File: config.mk
export PLATFORM = sky130hd
export DESIGN_NAME = protection_mcu_command_port_core_flat
export DESIGN_NICKNAME = d
export VERILOG_FILES = /design/src/sv/pmcp_pkg.sv /design/src/sv/pmcp_in_if.sv /design/src/sv/pmcp_out_if.sv /design/src/sv/pmcp_cfg_if.sv /design/src/sv/pmcp_ctrl.sv /design/src/sv/pmcp_dp.sv /design/src/sv/protection_mcu_command_port_core.sv /design/src/flat_wrapper.sv
export VERILOG_INCLUDE_DIRS = /design/src /design/src/sv
export SDC_FILE = /design/constraint.sdc
export NUM_CORES = 1
export LEC_CHECK = 0
export BUFFER_PORTS_ARGS = -buffer_cell sky130_fd_sc_hd__clkbuf_2
export CORE_ASPECT_RATIO = 2
export CORE_MARGIN = 5
export CORE_UTILIZATION = 35
export DETAILED_ROUTE_END_ITERATION = 16
export MAX_ROUTING_LAYER = met4
export REMOVE_ABC_BUFFERS = 1
export SLEW_MARGIN = 5
export SYNTH_ARGS = -nofsm -noshare
export SYNTH_HDL_FRONTEND = slang
export SYNTH_SLANG_ARGS = --single-unit
File: constraint.sdc
create_clock -name clk -period 3.9 [get_ports clk]
set_input_delay 0.78 -clock clk [delete_from_list [all_inputs] [get_ports clk]]
set_output_delay 0.78 -clock clk [all_outputs]
set_load 0.02 [all_outputs]
File: src/sv/protection_mcu_command_port_core_assert.svh
// Assertion macros used by the command port controller.
`ifndef PROTECTION_MCU_COMMAND_PORT_CORE_ASSERT_SVH
`define PROTECTION_MCU_COMMAND_PORT_CORE_ASSERT_SVH

// Same-cycle implication, disabled while reset is asserted.
`define PMCP_ASSERT_NOW(label, clk_s, rstn_s, ante, cons) \
  label: assert property (@(posedge clk_s) disable iff (!rstn_s) (ante) |-> (cons)) \
    else $error("pmcp: same-cycle check failed");

// Next-cycle implication, disabled while reset is asserted.
`define PMCP_ASSERT_NEXT(label, clk_s, rstn_s, ante, cons) \
  label: assert property (@(posedge clk_s) disable iff (!rstn_s) (ante) |=> (cons)) \
    else $error("pmcp: next-cycle check failed");

`endif

File: src/sv/pmcp_pkg.sv
`timescale 1ns / 1ps

package pmcp_pkg;

  // Table geometry and default wrap depth.
  localparam int TABLE_LEN       = 16;
  localparam int PTR_W           = 4;
  localparam int TABLE_DEPTH_DEF = 16;

  // Command bytes understood in idle mode.
  localparam logic [7:0] CMD_TABLE1 = 8'd1;
  localparam logic [7:0] CMD_TABLE2 = 8'd2;
  localparam logic [7:0] CMD_TABLE3 = 8'd3;
  localparam logic [7:0] CMD_DIVIDE = 8'd4;
  localparam logic [7:0] CMD_NEXT   = 8'd6;

  // Fixed answers.
  localparam logic [7:0] ANS_DIVIDE   = 8'd4;
  localparam logic [7:0] ANS_DIV_ZERO = 8'hff;

  // Divide sequence phases.
  localparam logic [1:0] PH_IDLE     = 2'd0;
  localparam logic [1:0] PH_DIVIDEND = 2'd1;
  localparam logic [1:0] PH_DIVISOR  = 2'd2;

  // Access kinds.
  localparam logic KIND_WRITE = 1'b0;
  localparam logic KIND_READ  = 1'b1;

  // Table selection codes.
  localparam logic [1:0] SEL_NONE = 2'd0;

  typedef logic [7:0] row_t [TABLE_LEN];

  // World version tables.
  localparam row_t W_T1 = '{8'h05, 8'h03, 8'h02, 8'h00, 8'h00, 8'h00, 8'h00, 8'h00,
                            8'h00, 8'h00, 8'h00, 8'h00, 8'h00, 8'h00, 8'h00, 8'h00};
  localparam row_t W_T2 = '{8'h8e, 8'h42, 8'had, 8'h58, 8'hec, 8'h85, 8'hdd, 8'h4c,
                            8'had, 8'h9f, 8'h00, 8'h4c, 8'h7e, 8'h42, 8'ha2, 8'hff};
  localparam row_t W_T3 = '{8'hbd, 8'h73, 8'h80, 8'hbd, 8'h73, 8'ha7, 8'hbd, 8'h73,
                            8'he0, 8'h7e, 8'h72, 8'h56, 8'hff, 8'hff, 8'hff, 8'hff};
  // Japanese version tables.
  localparam row_t J_T1 = '{8'h05, 8'h03, 8'h00, 8'h00, 8'h00, 8'h00, 8'h00, 8'h00,
                            8'h00, 8'h00, 8'h00, 8'h00, 8'h00, 8'h00, 8'h00, 8'h00};
  localparam row_t J_T2 = '{8'h8e, 8'h42, 8'hb2, 8'h58, 8'hec, 8'h85, 8'hdd, 8'h4c,
                            8'had, 8'h9f, 8'h00, 8'h4c, 8'h7e, 8'h42, 8'ha7, 8'hff};
  localparam row_t J_T3 = '{8'hbd, 8'h71, 8'hc8, 8'hbd, 8'h71, 8'hef, 8'hbd, 8'h72,
                            8'h28, 8'h7e, 8'h70, 8'h9e, 8'hff, 8'hff, 8'hff, 8'hff};

  // Controller to datapath commands.
  typedef struct packed {
    logic latch;
    logic apply;
    logic div_start;
    logic div_step;
    logic out_load;
  } pmcp_cmd_t;

  // Datapath to controller status.
  typedef struct packed {
    logic need_div;
    logic div_last;
  } pmcp_stat_t;

  // Looks up one table entry; an unselected table reads as zero.
  function automatic logic [7:0] table_entry(input logic region, input logic [1:0] sel,
                                             input logic [PTR_W-1:0] idx);
    logic [7:0] v;
    case ({region, sel})
      3'b001:  v = W_T1[idx];
      3'b010:  v = W_T2[idx];
      3'b011:  v = W_T3[idx];
      3'b101:  v = J_T1[idx];
      3'b110:  v = J_T2[idx];
      3'b111:  v = J_T3[idx];
      default: v = 8'h00;
    endcase
    return v;
  endfunction

endpackage

File: src/sv/pmcp_in_if.sv
`timescale 1ns / 1ps

// Host access channel.
interface pmcp_in_if;
  logic       valid;
  logic       ready;
  logic       kind;
  logic [7:0] write_byte;

  modport source (output valid, kind, write_byte, input ready);
  modport sink (input valid, kind, write_byte, output ready);
endinterface

File: src/sv/pmcp_out_if.sv
`timescale 1ns / 1ps

// Answer channel.
interface pmcp_out_if;
  logic       valid;
  logic       ready;
  logic [7:0] answer_byte;
  logic       irq_request;

  modport source (output valid, answer_byte, irq_request, input ready);
  modport sink (input valid, answer_byte, irq_request, output ready);
endinterface

File: src/sv/pmcp_cfg_if.sv
`timescale 1ns / 1ps

// Region register write channel.
interface pmcp_cfg_if;
  logic valid;
  logic ready;
  logic region_variant;

  modport source (output valid, region_variant, input ready);
  modport sink (input valid, region_variant, output ready);
endinterface

File: src/sv/pmcp_ctrl.sv
`timescale 1ns / 1ps
`include "protection_mcu_command_port_core_assert.svh"

module pmcp_ctrl (
  input  logic                clk,
  input  logic                rst_n,
  input  logic                in_valid,
  output logic                in_ready,
  output logic                out_valid,
  input  logic                out_ready,
  input  pmcp_pkg::pmcp_stat_t stat,
  output pmcp_pkg::pmcp_cmd_t  cmd
);

  localparam logic [1:0] ST_IDLE = 2'd0;
  localparam logic [1:0] ST_EXEC = 2'd1;
  localparam logic [1:0] ST_DIV  = 2'd2;
  localparam logic [1:0] ST_DONE = 2'd3;

  logic [1:0] state_r, state_nxt;
  logic       out_valid_r, out_valid_nxt;

  assign in_ready  = (state_r == ST_IDLE);
  assign out_valid = out_valid_r;

  // Sequencing of one item: take it, update state or divide, then hand it out.
  always_comb begin
    state_nxt = state_r;
    cmd       = '0;
    case (state_r)
      ST_IDLE: begin
        if (in_valid) begin
          cmd.latch = 1'b1;
          state_nxt = ST_EXEC;
        end
      end
      ST_EXEC: begin
        if (stat.need_div) begin
          cmd.div_start = 1'b1;
          state_nxt     = ST_DIV;
        end else begin
          cmd.apply = 1'b1;
          state_nxt = ST_DONE;
        end
      end
      ST_DIV: begin
        cmd.div_step = 1'b1;
        if (stat.div_last) begin
          state_nxt = ST_DONE;
        end
      end
      ST_DONE: begin
        if (!out_valid_r || out_ready) begin
          cmd.out_load = 1'b1;
          state_nxt    = ST_IDLE;
        end
      end
      default: state_nxt = ST_IDLE;
    endcase
  end

  // Output register occupancy.
  always_comb begin
    out_valid_nxt = out_valid_r;
    if (cmd.out_load) begin
      out_valid_nxt = 1'b1;
    end else if (out_ready) begin
      out_valid_nxt = 1'b0;
    end
  end

  always_ff @(posedge clk) begin
    if (!rst_n) begin
      state_r     <= ST_IDLE;
      out_valid_r <= 1'b0;
    end else begin
      state_r     <= state_nxt;
      out_valid_r <= out_valid_nxt;
    end
  end

  `PMCP_ASSERT_NEXT(a_accept_exec, clk, rst_n, in_valid && in_ready, state_r == ST_EXEC)
  `PMCP_ASSERT_NEXT(a_div_entry, clk, rst_n, (state_r == ST_EXEC) && stat.need_div, state_r == ST_DIV)
  `PMCP_ASSERT_NOW(a_load_free, clk, rst_n, cmd.out_load, !out_valid_r || out_ready)

endmodule

File: src/sv/pmcp_dp.sv
`timescale 1ns / 1ps

module pmcp_dp #(
  parameter int TABLE_DEPTH = pmcp_pkg::TABLE_DEPTH_DEF
) (
  input  logic                 clk,
  input  logic                 rst_n,
  input  pmcp_pkg::pmcp_cmd_t  cmd,
  output pmcp_pkg::pmcp_stat_t stat,
  input  logic                 in_kind,
  input  logic [7:0]           in_write_byte,
  input  logic                 cfg_we,
  input  logic                 cfg_region,
  output logic [7:0]           out_answer_byte,
  output logic                 out_irq_request
);

  localparam int PW = pmcp_pkg::PTR_W;
  localparam logic [PW:0] DEPTH = (PW + 1)'(TABLE_DEPTH);

  logic          region_r;
  logic [1:0]    phase_r, phase_nxt;
  logic [1:0]    sel_r, sel_nxt;
  logic [PW-1:0] ptr_r, ptr_nxt;
  logic [7:0]    dividend_r, dividend_nxt;
  logic [7:0]    answer_r, answer_nxt;
  logic          kind_r;
  logic [7:0]    data_r;
  logic [7:0]    rem_r, quo_r;
  logic [2:0]    cnt_r;
  logic [7:0]    out_answer_r;
  logic          out_irq_r;

  logic          is_sel_cmd;
  logic [1:0]    look_sel;
  logic [PW-1:0] look_idx;
  logic [7:0]    look_val;
  logic [PW:0]   idx_inc;
  logic [PW-1:0] idx_next;
  logic [8:0]    trial;
  logic          trial_ge;
  logic [7:0]    rem_step, quo_step;

  assign out_answer_byte = out_answer_r;
  assign out_irq_request = out_irq_r;

  assign stat.need_div = (kind_r == pmcp_pkg::KIND_WRITE) && (phase_r == pmcp_pkg::PH_DIVISOR)
                         && (data_r != 8'd0);
  assign stat.div_last = (cnt_r == 3'd7);

  // Table lookup: a select command restarts at entry zero, next-entry uses the pointer.
  assign is_sel_cmd = (data_r == pmcp_pkg::CMD_TABLE1) || (data_r == pmcp_pkg::CMD_TABLE2)
                      || (data_r == pmcp_pkg::CMD_TABLE3);
  assign look_sel   = is_sel_cmd ? data_r[1:0] : sel_r;
  assign look_idx   = is_sel_cmd ? '0 : ptr_r;
  assign look_val   = pmcp_pkg::table_entry(region_r, look_sel, look_idx);
  assign idx_inc    = {1'b0, look_idx} + (PW + 1)'(1);
  assign idx_next   = (idx_inc >= DEPTH) ? '0 : idx_inc[PW-1:0];

  // One restoring division step per cycle.
  assign trial    = {rem_r, quo_r[7]};
  assign trial_ge = (trial >= {1'b0, data_r});
  assign rem_step = trial_ge ? 8'(trial - {1'b0, data_r}) : trial[7:0];
  assign quo_step = {quo_r[6:0], trial_ge};

  // Command and parameter handling for one write, plus divide start and quotient capture.
  always_comb begin
    phase_nxt    = phase_r;
    sel_nxt      = sel_r;
    ptr_nxt      = ptr_r;
    dividend_nxt = dividend_r;
    answer_nxt   = answer_r;
    if (cmd.apply && (kind_r == pmcp_pkg::KIND_WRITE)) begin
      case (phase_r)
        pmcp_pkg::PH_DIVIDEND: begin
          phase_nxt    = pmcp_pkg::PH_DIVISOR;
          dividend_nxt = data_r;
          answer_nxt   = data_r;
        end
        pmcp_pkg::PH_DIVISOR: begin
          // Only a zero divisor reaches here; others go through the divider.
          phase_nxt  = pmcp_pkg::PH_IDLE;
          answer_nxt = pmcp_pkg::ANS_DIV_ZERO;
        end
        default: begin
          phase_nxt = pmcp_pkg::PH_IDLE;
          if (is_sel_cmd) begin
            sel_nxt    = data_r[1:0];
            answer_nxt = look_val;
            ptr_nxt    = idx_next;
          end else if (data_r == pmcp_pkg::CMD_DIVIDE) begin
            phase_nxt  = pmcp_pkg::PH_DIVIDEND;
            answer_nxt = pmcp_pkg::ANS_DIVIDE;
          end else if ((data_r == pmcp_pkg::CMD_NEXT) && (sel_r != pmcp_pkg::SEL_NONE)) begin
            answer_nxt = look_val;
            ptr_nxt    = idx_next;
          end
        end
      endcase
    end else if (cmd.div_start) begin
      phase_nxt = pmcp_pkg::PH_IDLE;
    end else if (cmd.div_step && stat.div_last) begin
      answer_nxt = quo_step;
    end
  end

  // Architectural state.
  always_ff @(posedge clk) begin
    if (!rst_n) begin
      region_r   <= 1'b0;
      phase_r    <= pmcp_pkg::PH_IDLE;
      sel_r      <= pmcp_pkg::SEL_NONE;
      ptr_r      <= '0;
      dividend_r <= 8'd0;
      answer_r   <= 8'd0;
    end else begin
      if (cfg_we) begin
        region_r <= cfg_region;
      end
      phase_r    <= phase_nxt;
      sel_r      <= sel_nxt;
      ptr_r      <= ptr_nxt;
      dividend_r <= dividend_nxt;
      answer_r   <= answer_nxt;
    end
  end

  // Item capture, divider and output payload.
  always_ff @(posedge clk) begin
    if (cmd.latch) begin
      kind_r <= in_kind;
      data_r <= in_write_byte;
    end
    if (cmd.div_start) begin
      rem_r <= 8'd0;
      quo_r <= dividend_r;
      cnt_r <= 3'd0;
    end else if (cmd.div_step) begin
      rem_r <= rem_step;
      quo_r <= quo_step;
      cnt_r <= cnt_r + 3'd1;
    end
    if (cmd.out_load) begin
      out_answer_r <= answer_r;
      out_irq_r    <= (kind_r == pmcp_pkg::KIND_WRITE);
    end
  end

endmodule

File: src/sv/protection_mcu_command_port_core.sv
// Each item is latched, then applied or divided, then loaded into the output register.
// A new item is accepted only after the previous answer has been loaded into the output register.
// The 8-step restoring divider, one quotient bit per cycle, handles a nonzero divisor write.
// An item is accepted while the previous answer still waits in the output register.
// Reset is synchronous, active low: divide idle, no table, pointer, dividend, answer and
// region all cleared.
`timescale 1ns / 1ps

module protection_mcu_command_port_core #(
  parameter int TABLE_DEPTH = pmcp_pkg::TABLE_DEPTH_DEF
) (
  input logic         clk,
  input logic         rst_n,
  pmcp_in_if.sink     in_ch,
  pmcp_out_if.source  out_ch,
  pmcp_cfg_if.sink    cfg_ch
);

  pmcp_pkg::pmcp_cmd_t  cmd;
  pmcp_pkg::pmcp_stat_t stat;

  // The region register is always writable.
  assign cfg_ch.ready = 1'b1;

  pmcp_ctrl u_ctrl (
    .clk       (clk),
    .rst_n     (rst_n),
    .in_valid  (in_ch.valid),
    .in_ready  (in_ch.ready),
    .out_valid (out_ch.valid),
    .out_ready (out_ch.ready),
    .stat      (stat),
    .cmd       (cmd)
  );

  pmcp_dp #(
    .TABLE_DEPTH (TABLE_DEPTH)
  ) u_dp (
    .clk             (clk),
    .rst_n           (rst_n),
    .cmd             (cmd),
    .stat            (stat),
    .in_kind         (in_ch.kind),
    .in_write_byte   (in_ch.write_byte),
    .cfg_we          (cfg_ch.valid),
    .cfg_region      (cfg_ch.region_variant),
    .out_answer_byte (out_ch.answer_byte),
    .out_irq_request (out_ch.irq_request)
  );

endmodule
File: src/flat_wrapper.sv
// flat-port wrapper written by rule: the top's interface ports become plain ports
module protection_mcu_command_port_core_flat 
#(
  parameter int TABLE_DEPTH = pmcp_pkg::TABLE_DEPTH_DEF
)
  (clk, rst_n, in_ch_valid, in_ch_kind, in_ch_write_byte, in_ch_ready, out_ch_valid, out_ch_answer_byte, out_ch_irq_request, out_ch_ready, cfg_ch_valid, cfg_ch_region_variant, cfg_ch_ready);
  pmcp_in_if in_ch_i ();
  pmcp_out_if out_ch_i ();
  pmcp_cfg_if cfg_ch_i ();
  input logic clk;
  input logic rst_n;
  input wire logic [$bits(in_ch_i.valid)-1:0] in_ch_valid;
  input wire logic [$bits(in_ch_i.kind)-1:0] in_ch_kind;
  input wire logic [$bits(in_ch_i.write_byte)-1:0] in_ch_write_byte;
  output wire logic [$bits(in_ch_i.ready)-1:0] in_ch_ready;
  output wire logic [$bits(out_ch_i.valid)-1:0] out_ch_valid;
  output wire logic [$bits(out_ch_i.answer_byte)-1:0] out_ch_answer_byte;
  output wire logic [$bits(out_ch_i.irq_request)-1:0] out_ch_irq_request;
  input wire logic [$bits(out_ch_i.ready)-1:0] out_ch_ready;
  input wire logic [$bits(cfg_ch_i.valid)-1:0] cfg_ch_valid;
  input wire logic [$bits(cfg_ch_i.region_variant)-1:0] cfg_ch_region_variant;
  output wire logic [$bits(cfg_ch_i.ready)-1:0] cfg_ch_ready;
  assign in_ch_i.valid = in_ch_valid;
  assign in_ch_i.kind = in_ch_kind;
  assign in_ch_i.write_byte = in_ch_write_byte;
  assign in_ch_ready = in_ch_i.ready;
  assign out_ch_valid = out_ch_i.valid;
  assign out_ch_answer_byte = out_ch_i.answer_byte;
  assign out_ch_irq_request = out_ch_i.irq_request;
  assign out_ch_i.ready = out_ch_ready;
  assign cfg_ch_i.valid = cfg_ch_valid;
  assign cfg_ch_i.region_variant = cfg_ch_region_variant;
  assign cfg_ch_ready = cfg_ch_i.ready;
  protection_mcu_command_port_core #(.TABLE_DEPTH(TABLE_DEPTH)) u_core (.clk(clk), .rst_n(rst_n), .in_ch(in_ch_i), .out_ch(out_ch_i), .cfg_ch(cfg_ch_i));
endmodule
* Word-level counts from Yosys, hierarchy flattened
Memory sizes are Yosys's and may differ from the RTL's.
Index checks and enable logic that the tools add are counted.
W data, S select, Z words.
** Word-level totals
- Register bits :: 65
- Latch bits :: 0
- Memory bits (writable) :: 0
- Bits in read-only memories :: 768
- Word-level logic and storage cells :: 125
- Memories :: 6
** Memories
- (name not given) :: words 16, width 8, read ports 1, clocked after Yosys merged registers in 0, wr ports 0, RTL line pmcp_pkg.sv:75 : 3'b111: v = J_T3[idx];
- (name not given) :: words 16, width 8, read ports 1, clocked after Yosys merged registers in 0, wr ports 0, RTL line pmcp_pkg.sv:74 : 3'b110: v = J_T2[idx];
- (name not given) :: words 16, width 8, read ports 1, clocked after Yosys merged registers in 0, wr ports 0, RTL line pmcp_pkg.sv:73 : 3'b101: v = J_T1[idx];
- (name not given) :: words 16, width 8, read ports 1, clocked after Yosys merged registers in 0, wr ports 0, RTL line pmcp_pkg.sv:72 : 3'b011: v = W_T3[idx];
- (name not given) :: words 16, width 8, read ports 1, clocked after Yosys merged registers in 0, wr ports 0, RTL line pmcp_pkg.sv:71 : 3'b010: v = W_T2[idx];
- (name not given) :: words 16, width 8, read ports 1, clocked after Yosys merged registers in 0, wr ports 0, RTL line pmcp_pkg.sv:70 : 3'b001: v = W_T1[idx];
** Cells by class
- $add $sub $neg :: 3
- Multipliers :: 0
- Divide/modulo/power cells :: 0
- $lt $le $gt $ge :: 3
- Eq/ne operators :: 23
- Shift-type cells :: 0
- Multiplexer cells :: 49
- Bitwise logic cells :: 3
- Reduce and logical (&&, ||, !) cells :: 23
** Operators with widths (count)
- $mux W8 :: 21
- $pmux W8 S6 :: 1
- $mux W4 :: 5
- $eq A8 B2 Y1 const B :: 2
- $eq A8 B3 Y1 const B :: 2
- $pmux W8 S2 :: 1
- $mux W2 :: 7
- $eq A3 B3 Y1 const B :: 4
- $mux W1 :: 12
- $reduce_bool A2 Y1 :: 6
- $ge A5 B5 Y1 const B :: 2
- $ne A2 B2 Y1 const B :: 5
- $ge A9 B8 Y1 :: 1
- $eq A8 B1 Y1 const B :: 1
- $pmux W2 S4 :: 1
- $reduce_bool A8 Y1 :: 1
- $sub A8 B8 Y8 :: 1
- $eq A2 B2 Y1 const B :: 3
- $eq A3 B2 Y1 const B :: 2
- $ne A6 B3 Y1 const B :: 1
- $reduce_and A3 Y1 :: 2
- $add A4 B1 Y5 const B :: 1
- $logic_and A1 B1 Y1 :: 5
- $not A4 Y5 :: 1
- other kinds (11) :: 16

* Longest topological paths before layout
- Depth in word-level cells :: 14
- Mapped depth :: 15
- Depth with buffers taken out :: 12

* Cells and area by module
From an unflattened synthesis, not the netlist that was laid out.
** Second synthesis, totals
- Cell total of the unflattened synthesis :: 511
- Area, all modules :: 4419.2 um2
** By module, submodules not included
- pmcp_dp :: instances 1, cells an instance 482, area each 4155.2 um2, seq. area each 1501.4 um2
- pmcp_ctrl :: instances 1, cells an instance 27, area each 252.7 um2, seq. area each 60.1 um2
- protection_mcu_command_port_core :: instances 1, cells an instance 2, area each 11.3 um2, seq. area each 0.0 um2

* Least setup slack after synthesis
Ideal clock, no wire load.
- Path type :: flip-flop to flip-flop
- Start point :: register u_core.u_dp.data_r[7]
- End point :: register u_core.u_dp.answer_r[2]
- Library setup time :: 0.091 ns
- Data arrival time :: 3.307 ns
- Required time :: 3.809 ns
- Path slack :: 0.502 ns
- Stages on the path, launching flop included :: 16
- Buffers on the path :: 4
- Clock period less this slack :: 3.398 ns
- Cell sequence :: edfxtp_1 or4_1 buf_2 or3_1 clkbuf_1 buf_2 nand2_1 inv_1 ha_1 clkbuf_1 mux2i_1 mux2_2 o21ai_0 a31o_1 a41o_1 a311oi_1
** Between the ends
- Cells in the longest elaborated chain, start to end :: 14
- Elaborated cells on any way between the ends :: 51
** Ends and longest elaborated chain
- start, declared :: RTL line pmcp_dp.sv:28 : logic [7:0] data_r;
- start signal, assigned :: RTL line pmcp_dp.sv:132 : data_r <= in_write_byte;
- $eq A8 B1 Y1 or $eq A8 B2 Y1 (tied branches) :: RTL line pmcp_dp.sv:52 : assign is_sel_cmd = (data_r == pmcp_pkg::CMD_TABLE1) || (data_r == pmcp_pkg::CMD_TABLE2)
- $logic_or A1 B1 Y1 :: RTL line pmcp_dp.sv:52
- $logic_or A1 B1 Y1 :: RTL line pmcp_dp.sv:53 : || (data_r == pmcp_pkg::CMD_TABLE3);
- $mux W4 :: RTL line pmcp_dp.sv:55 : assign look_idx = is_sel_cmd ? '0 : ptr_r;
- $not A4 Y5 (implied by the code)
- $mem_v2 Z16 W8, or another cell as far along
- $mux W8 (implied by the code), or another cell as far along (2 in series) :: RTL line pmcp_pkg.sv:75
- $pmux W8 S6 :: RTL line pmcp_pkg.sv:69 : case ({region, sel})
- $mux W8 :: RTL line pmcp_dp.sv:94 : end else if ((data_r == pmcp_pkg::CMD_NEXT) && (sel_r != pmcp_pkg::SEL_NONE)) begin
- $mux W8 :: RTL line pmcp_dp.sv:91 : end else if (data_r == pmcp_pkg::CMD_DIVIDE) begin
- $mux W8 :: RTL line pmcp_dp.sv:87 : if (is_sel_cmd) begin
- $pmux W8 S2 :: RTL line pmcp_dp.sv:74 : case (phase_r)
- $mux W8 :: RTL line pmcp_dp.sv:73 : if (cmd.apply && (kind_r == pmcp_pkg::KIND_WRITE)) begin
- end signal, assigned :: RTL line pmcp_dp.sv:124 : answer_r <= answer_nxt;
- end, declared :: RTL line pmcp_dp.sv:26 : logic [7:0] answer_r, answer_nxt;
Parallel ways exist; a longest one is shown, timed or not. The select of a mux whose other input is x is not followed.
A chain may end at the register's enable or synchronous reset.

* Final worst setup path
Ends and elaborated chain as after synthesis.

==> run summary <==
Status = complete, no violations
CP delay by family, top = simple AND/OR/NAND/NOR gates
CP endpoint = u_core.u_dp.answer_r[2]
Core Rows = 56
Final Max Slew Viols = 0
RR Startpoint = u_core.u_dp.data_r[7]
Reg area = 1562 µm²
Port Buf Inserts = 25
CP Buf/Inv Count = 1
Maximum VDD drop = 332.4 µV
Sw Share = 0.3613
Util after Layout = 0.4031
First-pass GRT wire length = 21.82 mm
Via count = 3,790
Die footprint = 14,190 µm²
Yosys reg bits = 65
Critical path peak fanout = 8
Total CTS buffers = 9
Pwr per Cell Area = 558.7 nW/µm²
# setup viols final = 0
Kind of critical path = reg2reg
Share of cells above drive strength 1 = 0.1369
Die width = 86.76 µm
Crit path depth = 11
Synth Instances = 476
Startpoint types = flop
DRT iter0 DRCs = 201
Worst Path Required = 4.15 ns
Clk pin slew, worst setup/hold paths = 0.06 ns
Crit share post-route = 0.8449
Root Driver = clkbuf_16
Final min period = 3.295 ns
Initial Utilization = 0.3546
Mapped Avg Cell Area = 8.664 µm²
Ant. Diodes = 0
Post-CTS setup buffers = 0
Sequential fraction of the synthesis area = 0.3786
Worst-path cell chain = or4_1, or3_1, nand2_1, inv_1, ha_1, mux2i_1, mux2_2, o21ai_0, a31o_1, a41o_1, a311oi_1
Final ANT Viol Nets = 0
Vias per cell = 5.840
Multi-input logic area = 2347 µm²
Post-detail-place hpwl = 11.01 mm
Commonest cells after routing, fill and taps aside = nor2_1, nand2_1, dfxtp_1
DR WL/cell = 21.70 µm
Die height = 163.5 µm
Drt total wl = 14.08 mm
CP max stage delay = 0.57 ns
Least-Margin Pin Slew = 0.8843 ns
Sequential Power Share = 0.363
R2r setup slk = 0.60 ns
H-tree depth = 3
Clock share of power = 0.284
Detailed-route DRC error count = 0
Largest net degree at the start of global routing = 24
CTS Sinks = 65
CP arrival = 3.54 ns
Gate power share = 0.353
Nets = 544
MaxCap Viol Count = 0
Worst setup startpoint = u_core.u_dp.data_r[7]
Most common cell after layout, fill and taps aside = nor2_1
P_leak = 0.001817 µW
Area of the core = 11,630 µm²
Area grow syn2layout = 13.68%
Final Hold Viols = 0
Initial antenna violation count = 0
Net switching power = 946.5 µW
Cell Area, Synth = 4124 µm²
TritonCTS clock tree = built
FMAX = 0.3035 GHz
DR pass1 iterations = 4
I/O pin cnt = 27
Ys async rst share = 0
Total negative slack = 0 ns
# hold bufs at CTS = 0
GRT Overall Usage = 0.2140
Gpl congestion = 0.9912
Prevailing post-synth register cell = dfxtp_1
Max-slew headroom = 0.4098
EDFF count, synth = 26
Critical Path End Type = flop
Post-synth cell types = 63
Post-CTS resize count = 0
Clk buf depth = 2
Warnings from Yosys = 0
Critical R2R Capture = u_core.u_dp.answer_r[2]
Hold Crit Class = reg2reg
Clock latency on the worst-skew pair = 0.34 ns
Critical-path top delay cell = or4_1
Grt total ovfl = 0
P_int = 1673 µW
Number of global-route vias before repair = 3,959
FF-to-FF path depth = 11
Fill count = 1,237
Clk_skew = 0.005859 ns
RSZ-0062 raised after global routing = false
-- cells by family after synthesis --
kind of cell	synth area share
compound gates	0.2257
xor+xnor	0.004248
fa+ha+maj	0.09284
buf+inv	0.05400
flops	0.3786
mux	0.05673
other cells	0.0009093
simple gates	0.1869
-- registers in the layout, indices dropped and copies added (netlist names) --
register                     cells
u_core.u_dp.answer_r             8
u_core.u_dp.cnt_r                3
u_core.u_dp.out_answer_byte      8
u_core.u_dp.region_r             1
u_core.u_dp.sel_r                2
u_core.u_dp.out_irq_request      1
u_core.u_ctrl.state_r            2
u_core.u_dp.dividend_r           8
u_core.u_dp.quo_r                8
u_core.u_dp.data_r               8
u_core.u_ctrl.out_valid          1
u_core.u_dp.ptr_r                4
u_core.u_dp.phase_r              2
u_core.u_dp.kind_r               1
u_core.u_dp.rem_r                8
-- cell type report --
class                      count  area share
multi-input combinational    356      0.5007
sequential                    65      0.3331
timing repair buffer          38     0.04750
tap                          145     0.03870
inverter                      29     0.02322
clock buffer                  12     0.05044
clock inverter                 4    0.006405
-- per-stage QoR --
step	instance area, µm²	worst slack (ns)	instances	hold slack, ns	power (µW)
floorplan	4010	0.5484	450	0.4081	1595
global placement	4422	0.6995	633	0.4198	1847
detailed placement	4422	0.6310	633	0.4202	1880
CTS	4688	0.6255	649	0.4370	2632
global route	4688	0.4019	649	0.4533	2779
finish	4688	0.6047	649	0.4339	2619
-- worst reg2reg max path, cell delays in order (launching register included) --
cell      delay (ns)
edfxtp_1        0.45
or4_1           0.57
or3_1           0.41
nand2_1         0.17
inv_1           0.14
ha_1            0.34
mux2i_1         0.22
mux2_2          0.18
o21ai_0         0.07
a31o_1          0.18
a41o_1          0.23
a311oi_1        0.24
-- power by group through the flow --
stage               registers (µW)  logic, µW  clock network (µW)
detailed placement             964        916                   0
finish                         952        925                 743
global placement               957        890                   0
global route                   969       1030                 781
floorplan                      955        640                   0
CTS                            951        924                 758
-- worst min-delay path by stage --
stage,from,to,slack (ns),depth (start not counted)
global placement,u_core.u_dp.answer_r[1],u_core.u_dp.out_answer_byte[1],0.42,0
finish,u_core.u_dp.answer_r[1],u_core.u_dp.out_answer_byte[1],0.43,0
detailed placement,u_core.u_dp.answer_r[1],u_core.u_dp.out_answer_byte[1],0.42,0
global route,u_core.u_dp.answer_r[1],u_core.u_dp.out_answer_byte[1],0.45,0
floorplan,u_core.u_dp.answer_r[1],u_core.u_dp.out_answer_byte[1],0.41,0
CTS,u_core.u_dp.answer_r[1],u_core.u_dp.out_answer_byte[1],0.44,0
-- synth_stat cells, drive strengths merged (9+ instances only) --
cell type	number	area [µm²]
buf	9	50.04
nand2	50	187.7
ha	29	362.9
dfxtp	39	780.8
nor2	52	195.2
clkbuf	17	63.81
inv	29	108.9
mux2i	20	200.2
edfxtp	26	780.8
nand3	11	55.05
a21oi	24	120.1
o21ai	36	180.2
-- per-layer routing --
metal  part of all wire  wire [µm]  vias to the layer above  GRT usage
met5                  0          0                        -          -
met4              0.076       1068                        0     0.1617
met3              0.026        365                       58    0.02978
met2               0.57       8024                      104     0.3989
met1               0.33       4622                     1831     0.1852
li1                   -          -                     1797          -
Note: power is estimated with default switching activity, not from simulation.
